File: src/tmef_pkg.sv
// ----------------------------------------------------------------------------
// tmef_pkg: shared constants and types of the trimmed mean EMA filter
// Field widths, register indexes, Q16 constants and the status record of
// the serial arithmetic units.
// ----------------------------------------------------------------------------
package tmef_pkg;

  // Parameter defaults
  localparam int ADC_BITS_DEF   = 12;
  localparam int MAX_WINDOW_DEF = 50;

  // Stream fields
  localparam int SAMPLE_W    = 12;
  localparam int S_TDATA_W   = 16;
  localparam int MEAN_W      = 12;
  localparam int MV_W        = 20;
  localparam int EMA_W       = 28;
  localparam int M_TDATA_W   = MEAN_W + MV_W + EMA_W + MV_W;

  // Configuration port
  localparam int CFG_IDX_W   = 2;
  localparam int CFG_DATA_W  = 24;
  localparam int CNT_CFG_W   = 6;
  localparam int ALPHA_W     = 17;
  localparam int MVQ_W       = 24;

  localparam logic [CFG_IDX_W-1:0] REG_SAMPLE_COUNT = 2'd0;
  localparam logic [CFG_IDX_W-1:0] REG_EMA_ALPHA    = 2'd1;
  localparam logic [CFG_IDX_W-1:0] REG_MV_PER_CODE  = 2'd2;

  localparam logic [CNT_CFG_W-1:0] SAMPLE_COUNT_RST = 6'd21;
  localparam logic [ALPHA_W-1:0]   EMA_ALPHA_RST    = 17'd13107;
  localparam logic [MVQ_W-1:0]     MV_PER_CODE_RST  = 24'd52812;

  // Q16 arithmetic
  localparam int FRAC_W = 16;
  localparam int MIN_WINDOW = 3;
  localparam logic [ALPHA_W-1:0] ALPHA_MIN = 17'd655;
  localparam logic [ALPHA_W-1:0] ALPHA_ONE = 17'd65536;

  // Shared serial multiplier
  localparam int MUL_A_W = EMA_W;
  localparam int MUL_B_W = MVQ_W;
  localparam int MUL_P_W = MUL_A_W + MUL_B_W;

  typedef struct packed {
    logic busy;
    logic done;
  } unit_sts_t;

endpackage

File: src/tmef_div.sv
// ----------------------------------------------------------------------------
// tmef_div: restoring serial divider
// Produces one quotient bit per cycle; done pulses with the quotient final.
// ----------------------------------------------------------------------------
module tmef_div
  import tmef_pkg::*;
#(
  parameter int NUM_W = 18,
  parameter int DEN_W = 6
) (
  input  logic             clk,
  input  logic             rst,
  input  logic             start,
  input  logic [NUM_W-1:0] dividend,
  input  logic [DEN_W-1:0] divisor,
  output logic [NUM_W-1:0] quotient,
  output unit_sts_t        sts
);

  localparam int CNT_W = $clog2(NUM_W + 1);

  logic [NUM_W-1:0] quo;
  logic [DEN_W-1:0] rem;
  logic [DEN_W-1:0] den;
  logic [CNT_W-1:0] cnt;
  logic             done;
  logic [DEN_W:0]   shifted;
  logic [DEN_W+1:0] diff;

  always_comb begin
    shifted = {rem, quo[NUM_W-1]};
    diff    = {1'b0, shifted} - {2'b00, den};
  end

  always_ff @(posedge clk) begin
    if (rst) begin
      cnt  <= '0;
      done <= 1'b0;
    end else begin
      done <= (cnt == CNT_W'(1)) && !start;
      if (start) begin
        cnt <= CNT_W'(NUM_W);
      end else if (cnt != '0) begin
        cnt <= cnt - 1'b1;
      end
    end
  end

  always_ff @(posedge clk) begin
    if (start) begin
      quo <= dividend;
      rem <= '0;
      den <= divisor;
    end else if (cnt != '0) begin
      if (!diff[DEN_W+1]) begin
        rem <= diff[DEN_W-1:0];
        quo <= {quo[NUM_W-2:0], 1'b1};
      end else begin
        rem <= shifted[DEN_W-1:0];
        quo <= {quo[NUM_W-2:0], 1'b0};
      end
    end
  end

  assign quotient = quo;
  assign sts.busy = (cnt != '0);
  assign sts.done = done;

endmodule

File: src/tmef_mac.sv
// ----------------------------------------------------------------------------
// tmef_mac: serial dual multiply-accumulate
// Forms a1*b1 + a2*b2 taking one bit of each multiplier per cycle, MSB first.
// ----------------------------------------------------------------------------
module tmef_mac
  import tmef_pkg::*;
#(
  parameter int A_W = MUL_A_W,
  parameter int B_W = MUL_B_W,
  parameter int P_W = MUL_P_W
) (
  input  logic           clk,
  input  logic           rst,
  input  logic           start,
  input  logic [A_W-1:0] a1,
  input  logic [A_W-1:0] a2,
  input  logic [B_W-1:0] b1,
  input  logic [B_W-1:0] b2,
  output logic [P_W-1:0] product,
  output unit_sts_t      sts
);

  localparam int CNT_W = $clog2(B_W + 1);

  logic [A_W-1:0] a1r;
  logic [A_W-1:0] a2r;
  logic [B_W-1:0] b1sh;
  logic [B_W-1:0] b2sh;
  logic [P_W-1:0] acc;
  logic [P_W-1:0] pp;
  logic [CNT_W-1:0] cnt;
  logic             done;

  always_comb begin
    pp = (b1sh[B_W-1] ? P_W'(a1r) : '0) + (b2sh[B_W-1] ? P_W'(a2r) : '0);
  end

  always_ff @(posedge clk) begin
    if (rst) begin
      cnt  <= '0;
      done <= 1'b0;
    end else begin
      done <= (cnt == CNT_W'(1)) && !start;
      if (start) begin
        cnt <= CNT_W'(B_W);
      end else if (cnt != '0) begin
        cnt <= cnt - 1'b1;
      end
    end
  end

  always_ff @(posedge clk) begin
    if (start) begin
      a1r  <= a1;
      a2r  <= a2;
      b1sh <= b1;
      b2sh <= b2;
      acc  <= '0;
    end else if (cnt != '0) begin
      acc  <= {acc[P_W-2:0], 1'b0} + pp;
      b1sh <= {b1sh[B_W-2:0], 1'b0};
      b2sh <= {b2sh[B_W-2:0], 1'b0};
    end
  end

  assign product  = acc;
  assign sts.busy = (cnt != '0);
  assign sts.done = done;

endmodule

File: src/trimmed_mean_ema_adc_filter.sv
// ----------------------------------------------------------------------------
// trimmed_mean_ema_adc_filter: windowed trimmed mean with Q16 EMA
// Averages a window of ADC samples without its extremes, smooths the mean
// and scales both values to millivolts.
// ----------------------------------------------------------------------------
// Usage:
//   Samples enter on the s_ stream, one transaction per cycle while a window
//   is open. Registers are written on the cfg_ channel (always ready), only
//   while the block is idle; the user must keep to this, as the block does not enforce it.
//   When the last sample of a window is taken, s_tready drops while a serial
//   divider forms the trimmed mean and one shared bit-serial multiplier runs
//   three passes: mean to millivolts, the EMA update, EMA to millivolts.
//   The result then moves to the output register once that register is free,
//   and s_tready rises again.
//   The result waits in the output register on m_; a stalled receiver does
//   not stop the next window from filling, but a second result is held back
//   until the first transaction completes.
//   Reset restores the register defaults, empties the window, clears the
//   EMA and its primed flag and empties the output register.
// ----------------------------------------------------------------------------
module trimmed_mean_ema_adc_filter
  import tmef_pkg::*;
#(
  parameter int ADC_BITS   = ADC_BITS_DEF,
  parameter int MAX_WINDOW = MAX_WINDOW_DEF
) (
  input  logic                  clk,
  input  logic                  rst,
  // sample stream
  input  logic                  s_tvalid,
  output logic                  s_tready,
  input  logic [S_TDATA_W-1:0]  s_tdata,   // [11:0] sample, [15:12] zero
  // result stream
  output logic                  m_tvalid,
  input  logic                  m_tready,
  output logic [M_TDATA_W-1:0]  m_tdata,   // [11:0] mean_code, [31:12] mean_mv,
                                           // [59:32] smoothed_q16, [79:60] smoothed_mv
  // configuration writes
  input  logic                  cfg_valid,
  output logic                  cfg_ready,
  input  logic [CFG_IDX_W-1:0]  cfg_index,
  input  logic [CFG_DATA_W-1:0] cfg_data
);

  localparam int CW    = (ADC_BITS < SAMPLE_W) ? ADC_BITS : SAMPLE_W;
  localparam int CNT_W = $clog2(MAX_WINDOW + 1);
  localparam int SUM_W = CW + CNT_W;
  localparam int LEN_W = (CNT_W > CNT_CFG_W) ? CNT_W : CNT_CFG_W;

  localparam logic [2:0] ST_IDLE = 3'd0;
  localparam logic [2:0] ST_DIV  = 3'd1;
  localparam logic [2:0] ST_MMV  = 3'd2;
  localparam logic [2:0] ST_EMA  = 3'd3;
  localparam logic [2:0] ST_SMV  = 3'd4;
  localparam logic [2:0] ST_DONE = 3'd5;

  logic [2:0] state;

  logic [CNT_CFG_W-1:0] sample_count;
  logic [ALPHA_W-1:0]   ema_alpha_q16;
  logic [MVQ_W-1:0]     mv_per_code_q16;

  logic [CNT_W-1:0] window_count;
  logic [SUM_W-1:0] window_sum;
  logic [CW-1:0]    window_min;
  logic [CW-1:0]    window_max;
  logic [EMA_W-1:0] ema_value;
  logic             ema_primed;

  logic [CW-1:0]    mean;
  logic [MV_W-1:0]  mean_mv;
  logic [MV_W-1:0]  smoothed_mv;

  logic [MEAN_W-1:0] out_mean;
  logic [MV_W-1:0]   out_mean_mv;
  logic [EMA_W-1:0]  out_ema;
  logic [MV_W-1:0]   out_smv;

  logic [CW-1:0]    s;
  logic [CW-1:0]    min_new;
  logic [CW-1:0]    max_new;
  logic [SUM_W-1:0] sum_new;
  logic [CNT_W-1:0] count_new;
  logic [LEN_W-1:0] len_cfg;
  logic [LEN_W-1:0] len;
  logic             close;
  logic             accept;
  logic [SUM_W-1:0] dividend;
  logic [CNT_W-1:0] divisor;
  logic             div_start;
  logic [SUM_W-1:0] div_q;
  unit_sts_t        div_sts;

  logic [ALPHA_W-1:0] alpha_cl;
  logic [ALPHA_W-1:0] alpha_eff;
  logic [ALPHA_W-1:0] beta_eff;
  logic [MUL_A_W-1:0] mul_a1;
  logic [MUL_A_W-1:0] mul_a2;
  logic [MUL_B_W-1:0] mul_b1;
  logic [MUL_B_W-1:0] mul_b2;
  logic               mul_start;
  logic [MUL_P_W-1:0] mul_p;
  unit_sts_t          mul_sts;
  logic [EMA_W-1:0]   ema_new;
  logic               load;

  assign s_tready  = (state == ST_IDLE);
  assign cfg_ready = 1'b1;
  assign accept    = s_tvalid && s_tready;

  always_comb begin
    s         = s_tdata[CW-1:0];
    min_new   = (s < window_min) ? s : window_min;
    max_new   = (s > window_max) ? s : window_max;
    sum_new   = window_sum + SUM_W'(s);
    count_new = window_count + 1'b1;
    len_cfg   = LEN_W'(sample_count);
    if (len_cfg < LEN_W'(MIN_WINDOW)) begin
      len = LEN_W'(MIN_WINDOW);
    end else if (len_cfg > LEN_W'(MAX_WINDOW)) begin
      len = LEN_W'(MAX_WINDOW);
    end else begin
      len = len_cfg;
    end
    close     = (LEN_W'(count_new) >= len);
    dividend  = sum_new - SUM_W'(min_new) - SUM_W'(max_new);
    divisor   = count_new - CNT_W'(2);
    div_start = accept && close;
  end

  always_comb begin
    if (ema_alpha_q16 < ALPHA_MIN) begin
      alpha_cl = ALPHA_MIN;
    end else if (ema_alpha_q16 > ALPHA_ONE) begin
      alpha_cl = ALPHA_ONE;
    end else begin
      alpha_cl = ema_alpha_q16;
    end
    alpha_eff = ema_primed ? alpha_cl : ALPHA_ONE;
    beta_eff  = ALPHA_ONE - alpha_eff;
    ema_new   = mul_p[FRAC_W +: EMA_W];
  end

  always_comb begin
    mul_a1    = '0;
    mul_a2    = '0;
    mul_b1    = '0;
    mul_b2    = '0;
    mul_start = 1'b0;
    case (state)
      ST_DIV: begin
        mul_a1    = MUL_A_W'(div_q[CW-1:0]);
        mul_b1    = mv_per_code_q16;
        mul_start = div_sts.done;
      end
      ST_MMV: begin
        mul_a1    = MUL_A_W'({mean, {FRAC_W{1'b0}}});
        mul_a2    = ema_value;
        mul_b1    = MUL_B_W'(alpha_eff);
        mul_b2    = MUL_B_W'(beta_eff);
        mul_start = mul_sts.done;
      end
      ST_EMA: begin
        mul_a1    = ema_new;
        mul_b1    = mv_per_code_q16;
        mul_start = mul_sts.done;
      end
      default: begin
        mul_start = 1'b0;
      end
    endcase
  end

  tmef_div #(
    .NUM_W (SUM_W),
    .DEN_W (CNT_W)
  ) u_div (
    .clk      (clk),
    .rst      (rst),
    .start    (div_start),
    .dividend (dividend),
    .divisor  (divisor),
    .quotient (div_q),
    .sts      (div_sts)
  );

  tmef_mac #(
    .A_W (MUL_A_W),
    .B_W (MUL_B_W),
    .P_W (MUL_P_W)
  ) u_mac (
    .clk     (clk),
    .rst     (rst),
    .start   (mul_start),
    .a1      (mul_a1),
    .a2      (mul_a2),
    .b1      (mul_b1),
    .b2      (mul_b2),
    .product (mul_p),
    .sts     (mul_sts)
  );

  assign load = (state == ST_DONE) && (!m_tvalid || m_tready);

  always_ff @(posedge clk) begin
    if (rst) begin
      sample_count    <= SAMPLE_COUNT_RST;
      ema_alpha_q16   <= EMA_ALPHA_RST;
      mv_per_code_q16 <= MV_PER_CODE_RST;
    end else if (cfg_valid && cfg_ready) begin
      case (cfg_index)
        REG_SAMPLE_COUNT: sample_count    <= cfg_data[CNT_CFG_W-1:0];
        REG_EMA_ALPHA:    ema_alpha_q16   <= cfg_data[ALPHA_W-1:0];
        REG_MV_PER_CODE:  mv_per_code_q16 <= cfg_data[MVQ_W-1:0];
        default:          sample_count    <= sample_count;
      endcase
    end
  end

  always_ff @(posedge clk) begin
    if (rst) begin
      state        <= ST_IDLE;
      window_count <= '0;
      window_sum   <= '0;
      window_min   <= '1;
      window_max   <= '0;
      ema_value    <= '0;
      ema_primed   <= 1'b0;
      m_tvalid     <= 1'b0;
    end else begin
      if (accept) begin
        if (close) begin
          window_count <= '0;
          window_sum   <= '0;
          window_min   <= '1;
          window_max   <= '0;
        end else begin
          window_count <= count_new;
          window_sum   <= sum_new;
          window_min   <= min_new;
          window_max   <= max_new;
        end
      end
      case (state)
        ST_IDLE: if (div_start) state <= ST_DIV;
        ST_DIV:  if (div_sts.done) state <= ST_MMV;
        ST_MMV:  if (mul_sts.done) state <= ST_EMA;
        ST_EMA: begin
          if (mul_sts.done) begin
            ema_value  <= ema_new;
            ema_primed <= 1'b1;
            state      <= ST_SMV;
          end
        end
        ST_SMV:  if (mul_sts.done) state <= ST_DONE;
        ST_DONE: if (load) state <= ST_IDLE;
        default: state <= ST_IDLE;
      endcase
      if (load) begin
        m_tvalid <= 1'b1;
      end else if (m_tready) begin
        m_tvalid <= 1'b0;
      end
    end
  end

  always_ff @(posedge clk) begin
    if (state == ST_DIV && div_sts.done) begin
      mean <= div_q[CW-1:0];
    end
    if (state == ST_MMV && mul_sts.done) begin
      mean_mv <= mul_p[FRAC_W +: MV_W];
    end
    if (state == ST_SMV && mul_sts.done) begin
      smoothed_mv <= mul_p[2*FRAC_W +: MV_W];
    end
    if (load) begin
      out_mean    <= MEAN_W'(mean);
      out_mean_mv <= mean_mv;
      out_ema     <= ema_value;
      out_smv     <= smoothed_mv;
    end
  end

  assign m_tdata = {out_smv, out_ema, out_mean_mv, out_mean};

  a_close_starts_div: assert property (@(posedge clk) disable iff (rst)
    div_start |=> state == ST_DIV)
    else $error("window close did not start the division");

  a_window_empty: assert property (@(posedge clk) disable iff (rst)
    state != ST_IDLE |-> (window_count == '0 && window_sum == '0))
    else $error("window filled while a result was being computed");

  a_units_idle: assert property (@(posedge clk) disable iff (rst)
    state == ST_IDLE |-> (!div_sts.busy && !mul_sts.busy))
    else $error("arithmetic unit busy while idle");

  a_result_held: assert property (@(posedge clk) disable iff (rst)
    (state == ST_DONE && m_tvalid && !m_tready) |=> state == ST_DONE)
    else $error("result overwrote a pending transaction");

  a_primed_by_ema: assert property (@(posedge clk) disable iff (rst)
    $rose(ema_primed) |-> $past(state) == ST_EMA)
    else $error("EMA primed outside its update");

endmodule

File: config.mk
export PLATFORM = sky130hd
export DESIGN_NAME = trimmed_mean_ema_adc_filter
export DESIGN_NICKNAME = d
export VERILOG_FILES = /design/src/tmef_pkg.sv /design/src/tmef_div.sv /design/src/tmef_mac.sv /design/src/trimmed_mean_ema_adc_filter.sv
export SDC_FILE = /design/constraint.sdc
export NUM_CORES = 1
export LEC_CHECK = 0
export BUFFER_PORTS_ARGS = -buffer_cell sky130_fd_sc_hd__buf_2
export CORE_UTILIZATION = 48
export CTS_BUF_LIST = sky130_fd_sc_hd__clkbuf_2 sky130_fd_sc_hd__clkbuf_4 sky130_fd_sc_hd__clkbuf_8
export DETAILED_ROUTE_END_ITERATION = 10
export PLACE_DENSITY = 0.65
export SETUP_SLACK_MARGIN = 0.05
export SKIP_LAST_GASP = 1
export SYNTH_ARGS = -nofsm -noshare
export SYNTH_HDL_FRONTEND = slang
export SYNTH_SLANG_ARGS = --single-unit
File: constraint.sdc
create_clock -name clk -period 5.7 [get_ports clk]
set_input_delay 0.285 -clock clk [delete_from_list [all_inputs] [get_ports clk]]
set_output_delay 0.285 -clock clk [all_outputs]
set_load 0.05 [all_outputs]
# ---- After elaboration in Yosys (flattened, before gate mapping)
# Index checks and enable logic that the tools add are counted.
dict set report op_classes {
  add_sub_neg 11
  n_mul 0
  div_mod_pow 0
  n_lt_le_gt_ge 7
  n_eq_ne 15
  shift 0
  muxes 38
  bitwise 0
  n_reduce_logical 28
}
# op count
set op_table {}
lappend op_table {{52-bit adder} 2}
lappend op_table {{24-bit 2-to-1 mux} 4}
lappend op_table {{28-bit one-hot mux with 3 select lines} 1}
lappend op_table {{17-bit 2-to-1 mux} 4}
lappend op_table {{28-bit 2-to-1 mux} 2}
lappend op_table {{18-bit 2-to-1 mux} 3}
lappend op_table {{12-bit 2-to-1 mux} 4}
lappend op_table {{24-bit one-hot mux with 2 select lines} 1}
lappend op_table {{18-bit by 12-bit subtractor with 18-bit output} 2}
lappend op_table {{6-bit 2-to-1 mux} 4}
lappend op_table {{5-bit 2-to-1 mux} 4}
lappend op_table {{18-bit by 12-bit adder with 18-bit output} 1}
lappend op_table {{3-bit 2-to-1 mux} 6}
lappend op_table {{3-bit one-hot mux with 6 select lines} 1}
lappend op_table {{17-bit greater-than comparator (second input constant)} 1}
lappend op_table {{17-bit by 10-bit < comparator with 1-bit output (second input constant)} 1}
lappend op_table {{17-bit subtractor (first input constant)} 1}
lappend op_table {{12-bit greater-than comparator} 1}
lappend op_table {{12-bit < comparator} 1}
lappend op_table {{5-bit by 1-bit equality test with 1-bit output (second input constant)} 2}
lappend op_table {{2-bit by 1-bit != test with 1-bit output (second input constant)} 5}
lappend op_table {{5-bit nonzero test} 2}
lappend op_table {{5-bit by 1-bit subtractor with 5-bit output (second input constant)} 2}
lappend op_table {{1-bit logical AND} 8}
lappend op_table {{other kinds (22)} 36}
dict set report word_totals {
  register_bits 458
  latch_bits 0
  mem_bits_rw 0
  romBits 0
  inputBits 47
  output_inout_bits 83
  elab_cells 131
  mem_count 0
}

# ---- Depth between registers and ports, before layout
# Gate-level depths: netlist of run 1.
dict set report depth {
  word_depth 7
  mapped_depth 23
  mapped_depth_nobuf 22
}

# ---- Cells and area by module
# A second synthesis of run 1 with hierarchy kept.
dict set report hier_totals {
  cells_unflattened 2146
  hier_area_um2 22902.0
}
# mod n_inst cells_each area_each_um2 seq_area_each_um2
set modules_own_cells {}
lappend modules_own_cells {trimmed_mean_ema_adc_filter 1 1252 12547.0 6526.3}
lappend modules_own_cells {tmef_mac 1 754 8615.8 4284.1}
lappend modules_own_cells {tmef_div 1 140 1739.2 960.9}

# ---- Worst setup path before layout of run 1
# OpenSTA, ideal clock, no wires.
dict set report synth_timing {
  kind {register to register}
  from {register window_min[1]}
  to {register u_div.quo[17] (netlist: u_div.quotient[17]), data pin}
  setup_ns 0.265
  arrival_time_ns 4.796
  required_ns 5.435
  path_slack_ns 0.639
  path_stages_with_launch 23
  path_buffers 1
  synth_period_minus_slack_ns 5.061
  path_cell_list {dfxtp_1 > inv_1 > ha_1 > a21o_1 > a21o_1 > a21o_1 > a21oi_1 > o311a_1 > nor2_1 > or2_1 > clkbuf_1 > mux2_2 > fa_1 > inv_1 > ha_1 > or3_1 > o31ai_1 > o21ai_0 > or4_1 > o2111ai_1 > and4b_1 > xor2_1 > o21ai_1}
}
dict set report synth_between {
  elab_chain_cells 5
}
# item line
set synth_lines {}
lappend synth_lines {{start, declared} trimmed_mean_ema_adc_filter.sv:65} ;# logic [CW-1:0] window_min;
lappend synth_lines {{start signal, assigned} trimmed_mean_ema_adc_filter.sv:240} ;# window_min <= min_new;
lappend synth_lines {{12-bit < comparator} trimmed_mean_ema_adc_filter.sv:113} ;# min_new = (s < window_min) ? s : window_min;
lappend synth_lines {{12-bit 2-to-1 mux *} trimmed_mean_ema_adc_filter.sv:113}
lappend synth_lines {{18-bit by 12-bit subtractor with 18-bit output * (2 in series)} trimmed_mean_ema_adc_filter.sv:126} ;# dividend = sum_new - SUM_W'(min_new) - SUM_W'(max_new);
lappend synth_lines {{18-bit 2-to-1 mux *} tmef_div.sv:50} ;# if (start) begin
lappend synth_lines {{end signal, assigned} tmef_div.sv:51} ;# quo <= dividend;
lappend synth_lines {{end signal, assigned} tmef_div.sv:57} ;# quo <= {quo[NUM_W-2:0], 1'b1};
lappend synth_lines {{end signal, assigned} tmef_div.sv:60} ;# quo <= {quo[NUM_W-2:0], 1'b0};
lappend synth_lines {{end, declared} tmef_div.sv:22} ;# logic [NUM_W-1:0] quo;
# Every way passes the cells marked *; elsewhere a longest branch is shown, timed or not.
# A chain may end at the register's enable or synchronous reset.

# ---- Worst setup path in the final report of run 1
# Same ends and word-level chain as after synthesis.

==> results of run 1 <==
-- layer usage --
layer | vias to the layer above | global-route usage, % | share of wire (%)
met4 | 0 | 9.56 | 2.9
met2 | 420 | 38.4 | 48
li1 | 8259 | - | -
met1 | 8110 | 29.9 | 44
met3 | 93 | 4.03 | 5.2
met5 | - | 0 | 0
-- cells in the mapped netlist, drive strengths merged, types with 7 or more instances --
library cell | count | area [µm²]
nand3 | 40 | 205
a21oi | 183 | 916
nor2 | 158 | 593
nor3 | 59 | 300
a31oi | 23 | 144
nand2b | 20 | 125
dfxtp | 198 | 3960
o21ai | 104 | 521
clkbuf | 96 | 360
and3 | 23 | 144
mux2 | 21 | 236
inv | 174 | 653
a21o | 28 | 210
a221oi | 12 | 111
a22oi | 13 | 97.6
nand2 | 357 | 1340
o21bai | 10 | 75.1
nor2b | 18 | 113
xnor2 | 54 | 473
or2 | 8 | 50.1
edfxtp | 260 | 7810
nor3b | 7 | 52.6
mux2i | 19 | 190
buf | 12 | 55.1
ha | 98 | 1230
nand4 | 15 | 93.8
xor2 | 40 | 350
a211oi | 20 | 150
nand3b | 23 | 173
or3 | 9 | 56.3
fa | 42 | 841
o211ai | 8 | 60.1
o21a | 7 | 52.6
a22o | 17 | 149
and2 | 47 | 294
-- final timing paths --
check                                          end  slack [ns]            start  cells past startpoint
worst max-delay path            u_div.quotient[17]        0.40    window_min[1]                     21
worst min-delay path                 window_min[8]        0.06       s_tdata[8]                      3
worst max register to register  u_div.quotient[17]        0.40    window_min[1]                     21
worst min register to register         out_smv[17]        0.41  smoothed_mv[17]                      0
-- per-stage QoR --
step                      cell area (µm²)  hold WS (ns)  setup slack [ns]
after floorplan                     22700         0.400             0.639
after global placement              23900         0.403             0.260
after detailed placement            23900         0.405             0.242
after CTS                           26000       0.00795             0.262
after global routing                26000        0.0557            0.0951
final                               26000        0.0640             0.400
-- power breakdown --
part           leakage [nW]  switching (mW)  internal, mW
clock                 0.902            1.34          1.92
combinational          5.72            3.83          2.72
sequential             3.99           0.526          4.28
-- final cells by class --
cell class	count	area (µm²)	share of cell area (%)
tap	607	759	2.92
sequential	458	11800	45.3
clock buffer	110	1370	5.27
timing repair buffer	186	1170	4.51
multi-input combinational	1543	9930	38.2
inverter	174	656	2.52
clock inverter	32	354	1.36
-- registers in the layout (all words and copies together) (netlist names), 24 cells and up --
| name | flops |
|---|---|
| ema_value | 28 |
| mv_per_code_q16 | 24 |
| out_ema | 28 |
| u_mac.a1r | 28 |
| u_mac.a2r | 28 |
| u_mac.b1sh | 24 |
| u_mac.b2sh | 24 |
| u_mac.product | 52 |
-- worst min-delay path, stage by stage --
cell and delay [ns]:
sky130_fd_sc_hd__buf_2 0.17, sky130_fd_sc_hd__nor3_1 0.08, sky130_fd_sc_hd__a31oi_1 0.13
-- logic make-up (layout without fill, tap and decap cells) --
logic type	count (synthesis)	after routing	share of synthesized area [%]
buffers and inverters	282	502	4.70
DFF	458	458	51.8
adders and majority gates	140	140	9.10
and+or+nand+nor	799	799	16.1
muxes	40	40	1.88
other	1	1	0.0165
AOI/OAI and AO/OA	469	469	12.7
xor gates and xnor gates	94	94	3.62
-- what timing repair did --
action / 4_1_cts / 5_1_grt
resized for setup: 0 / 2
endpoints found under the setup margin: 0 / 4
hold endpoints to repair: 57 / 0
hold buffers: 34 / 0
-- cells in the final DEF, fill, tap and decap left out, drive strengths merged, types with 28 or more instances in the layout --
cell         synthesis  layout
xnor2               54      54
nand2              357     357
edfxtp             260     260
ha                  98      98
and2                47      47
dlygate4sd3          0      34
nand3               40      40
a21oi              183     183
fa                  42      42
xor2                40      40
inv                174     175
a21o                28      28
buf                 12     152
nor3                59      59
o21ai              104     104
clkbuf              96     110
dfxtp              198     198
nor2               158     158
==> metrics.cfg, run 1 <==
[finish]
diodes=0
final_util_pct=55.8
layout.nets=2627
final.fill_count=4183
layout.cells.non_filler=3110
area_growth_pct=14.5
drive_above_1_share_pct=13.2

[clock_tree]
cts.sink_count=458
clk_pin_slew_ns=0.06
cts_inserted_buffers=77
cts_setup_buffers=0
clock_tree.buffer_depth=3
worstSkewPairLatency_ns=0.65
cts.root.buffer_cell=sky130_fd_sc_hd__clkbuf_8
htree_levels=3
cts_tree=done

[placement]
dp.cells=2934
port-buffer-count=124
finalWeightedCongestion=0.920
half_perimeter_wire_length_after_detailed_placement_mm=37.5

[sta]
timing.slew.headroom_pct=15.2
final.period_utilization_pct=93.0
tns_ns=0
fin_crit_ns=5.30
finClkSkew_ns=0.0250
worst_slew_pin_slew_ns=1.27
rsz0062_at_grt=no
achievable-frequency_mhz=189
hold_viol=0
finalSetupViolCount=0
drv_slew=0

[power_and_ir_drop]
fin_total_pwr_mw=14.6
powerDensity_nw_per_um2=562
vdd_ir_drop_max_mv=0.273
leak_pwr_nw=10.6

[global_route]
overflow=0
track_usage_pct=23.2
antenna_violations_before_repair=1
grt_pass1_vias=16500
maximum_number_of_pins_on_one_net_before_global_route_repair=81
grt_pass1_wl_mm=87.1

[logic_synthesis]
ys_seq_elements=458
netlist-cell-type-count=74
synth_area_um2=22700
syn_nets=2470
synth_flop_cell=sky130_fd_sc_hd__edfxtp_1
yosys_warnings=0
post_synth_edffs=260
async_reset_ff_share_pct=0
yosysSeqAreaShare_pct=51.8
synthesis.area_per_instance_um2=9.95
cell_count_after_synthesis=2283

[die]
die_area_um2=48200
number_of_rows_in_the_core_area=79
fp.coreArea_um2=46700
die_height_um=220
ioPinCount=130
floorplan.die.width_um=220
initial_utilization_pct=48.7

[routing]
routed_wire_length_per_instance_um=17.7
dr_drc_count=14
residual_antenna_violating_net_count_after_detailed_routing=0
route.detailed.vias_per_inst=5.43
drt-initial-drc-count=990
total_iterations_of_the_first_detailed_routing_run=8
route.final.wire_length_mm=55.0
via_count=16900

[setup_path]
required_ns=6.08
crit_path_max_fanout=9
criticalPathCategory=reg -> reg
crit_top_cell=sky130_fd_sc_hd__a21o_1
timing.critical_path.max_delay_family=compound AO/OA/AOI/OAI gates
cp-end-kind=flop
worst_endpoint_data_arrival_time_ns=5.68
cp-start-kind=flop
cp_num_buf_inv=2
crit_path_cell_trace=inv_1, ha_1, a21o_1, a21o_1, a21o_1, a21oi_1, o311a_1, nor2_1, or2_4, mux2_2, fa_1, inv_1, ha_1, or3_1, o31ai_1, o21ai_0, or4_1, o2111ai_1, and4b_1, xor2_1, o21ai_1
maximum_cell_stage_delay_along_the_critical_path_ns=0.57
slowest_stage=sky130_fd_sc_hd__fa_1

[worst_hold_path]
timing.hold.worst.class=in -> reg

[flow_run]
maxCapViolations=0

[status]
violations=design-rule violations
outcome=finished with violations

No activity file was read; power rests on OpenSTA's default activity.
==> run 2: changes to the inputs <==
--- a/config.mk
+++ b/config.mk
@@ -6,10 +6,13 @@
 export NUM_CORES = 1
 export LEC_CHECK = 0
 export BUFFER_PORTS_ARGS = -buffer_cell sky130_fd_sc_hd__buf_2
-export CORE_UTILIZATION = 48
+export CELL_PAD_IN_SITES_DETAIL_PLACEMENT = 1
+export CELL_PAD_IN_SITES_GLOBAL_PLACEMENT = 2
+export CORE_MARGIN = 8
+export CORE_UTILIZATION = 41
 export CTS_BUF_LIST = sky130_fd_sc_hd__clkbuf_2 sky130_fd_sc_hd__clkbuf_4 sky130_fd_sc_hd__clkbuf_8
 export DETAILED_ROUTE_END_ITERATION = 10
-export PLACE_DENSITY = 0.65
+export PLACE_DENSITY_LB_ADDON = 0.1
 export SETUP_SLACK_MARGIN = 0.05
 export SKIP_LAST_GASP = 1
 export SYNTH_ARGS = -nofsm -noshare
==> metrics.cfg, run 2 (synthesized netlist as in run 1, its figures left out) <==
[clock_tree]
cts_tree=done
worstSkewPairLatency_ns=0.67
cts_inserted_buffers=82
cts.sink_count=458
cts_setup_buffers=0
clk_pin_slew_ns=0.06
cts.root.buffer_cell=sky130_fd_sc_hd__clkbuf_8
htree_levels=3
clock_tree.buffer_depth=3

[routing]
total_iterations_of_the_first_detailed_routing_run=4
drt-initial-drc-count=729
routed_wire_length_per_instance_um=19.2
route.detailed.vias_per_inst=5.18
residual_antenna_violating_net_count_after_detailed_routing=0
via_count=16900
dr_drc_count=0
route.final.wire_length_mm=62.7

[placement]
half_perimeter_wire_length_after_detailed_placement_mm=44.2
port-buffer-count=124
placement.cell_area_um2=24100
dp.cells=3077
finalWeightedCongestion=0.822

[sta]
final.period_utilization_pct=93.3
tns_ns=0
drv_slew=0
hold_viol=0
worst_slew_pin_slew_ns=1.25
timing.slew.headroom_pct=16.1
finClkSkew_ns=0.0370
finalSetupViolCount=0
achievable-frequency_mhz=188
fin_crit_ns=5.32
rsz0062_at_grt=no

[flow_run]
maxCapViolations=0

[die]
floorplan.die.width_um=251
die_area_um2=63200
fp.coreArea_um2=55000
die_height_um=251
initial_utilization_pct=41.3
ioPinCount=130
number_of_rows_in_the_core_area=86

[global_route]
grt_pass1_vias=18100
track_usage_pct=19.7
overflow=0
grt_pass1_wl_mm=100
antenna_violations_before_repair=1
maximum_number_of_pins_on_one_net_before_global_route_repair=77

[setup_path]
r2r_setup_slack_ns=0.38
cp-start-kind=flop
required_ns=6.10
criticalPathCategory=reg -> reg
ff2ff_path_depth=21
worst_r2r_endpoint=u_div.quotient[17]
crit_path_max_fanout=8
critical_path.reg2reg.startpoint=window_min[1]
cp-end-kind=flop
timing.critical_path.to=u_div.quotient[17]
worst_endpoint_data_arrival_time_ns=5.71
startpoint=window_min[1]

[finish]
layout.nets=2636
fin_area_um2=26300
drive_above_1_share_pct=14.2
area_growth_pct=15.7
layout.cells.most_common_list=354 x sky130_fd_sc_hd__nand2_1, 260 x sky130_fd_sc_hd__edfxtp_1, 198 x sky130_fd_sc_hd__dfxtp_1, 182 x sky130_fd_sc_hd__a21oi_1, 172 x sky130_fd_sc_hd__inv_1
leading_cell_type_in_the_layout_fill_and_taps_excluded=sky130_fd_sc_hd__nand2_1
layout.cells.non_filler=3268
largest_reg_flops=52

[power_and_ir_drop]
leak_pwr_nw=10.7
powerDensity_nw_per_um2=566
vdd_ir_drop_max_mv=0.237

[worst_hold_path]
timing.hold.worst.class=in -> reg

[status]
outcome=finished clean

run 2: final cells by class:
type / count / area [µm²]
well taps: 748 / 936
inverters: 174 / 656
flip-flops and latches: 458 / 11800
diodes: 1 / 2.50
multi-input cells: 1543 / 9930
repair buffers: 190 / 1210
clock buffers: 130 / 1530
clock inverters: 24 / 245
fillers: 6182 / 28700
run 2: per-stage QoR:
step | worst slack, ns | util [%] | hold slack (ns) | power, mW
floorplan | 0.639 | - | 0.400 | 9.73
global placement | 0.222 | 43.9 | 0.402 | 11.4
detailed placement | 0.00135 | 43.9 | 0.406 | 11.6
CTS | 0.0501 | 47.8 | 0.0255 | 15.1
global route | 0.0827 | 47.8 | 0.0880 | 16.1
finish | 0.384 | 47.8 | 0.0815 | 14.9
run 2: worst max-delay path, stage by stage (launching register included):
cell and delay [ns]:
sky130_fd_sc_hd__dfxtp_1 0.35, sky130_fd_sc_hd__inv_1 0.05, sky130_fd_sc_hd__ha_1 0.26, sky130_fd_sc_hd__a21o_1 0.16
sky130_fd_sc_hd__a21o_1 0.18, sky130_fd_sc_hd__a21o_1 0.18, sky130_fd_sc_hd__a21oi_1 0.19, sky130_fd_sc_hd__o311a_1 0.22
sky130_fd_sc_hd__nor2_2 0.09, sky130_fd_sc_hd__or2_4 0.31, sky130_fd_sc_hd__mux2_2 0.30, sky130_fd_sc_hd__fa_1 0.55
sky130_fd_sc_hd__inv_1 0.05, sky130_fd_sc_hd__ha_1 0.24, sky130_fd_sc_hd__or3_1 0.36, sky130_fd_sc_hd__o31ai_1 0.31
sky130_fd_sc_hd__o21ai_0 0.18, sky130_fd_sc_hd__or4_1 0.42, sky130_fd_sc_hd__o2111ai_1 0.15, sky130_fd_sc_hd__and4b_1 0.26
sky130_fd_sc_hd__xor2_1 0.17, sky130_fd_sc_hd__o21ai_1 0.08
run 2: where the power goes:
part / internal [mW] / leakage (nW) / switching [mW] / total (mW)
logic: 2.76 / 5.74 / 4.01 / 6.77
clock network: 1.87 / 0.953 / 1.44 / 3.31
registers: 4.28 / 3.99 / 0.527 / 4.80
total: 8.91 / 10.7 / 5.98 / 14.9
run 2: routing by layer:
layer  vias to the layer above  track usage, %  routed length [µm]
met5                         -               0                   0
met4                         0            7.27                1770
met3                       100            3.05                2130
met2                       240            33.3               29800
met1                      8297            25.6               29000
li1                       8286               -                   -
run 2: worst min path at each step:
stage,start,cells after the start,slack [ns],endpoint
floorplan,mean_mv[0],0,0.40,out_mean_mv[0]
global placement,mean_mv[10],0,0.40,out_mean_mv[10]
detailed placement,smoothed_mv[9],0,0.41,out_smv[9]
CTS,s_tvalid,4,0.03,window_count[0]
global route,s_tvalid,4,0.09,window_count[0]
finish,s_tvalid,4,0.08,window_count[0]
run 2: timing repair:
item	in CTS	in global routing
hold buffers	36	0
gates resized for setup	0	3
endpoints found under the hold margin	59	0
endpoints found under the setup margin	0	7
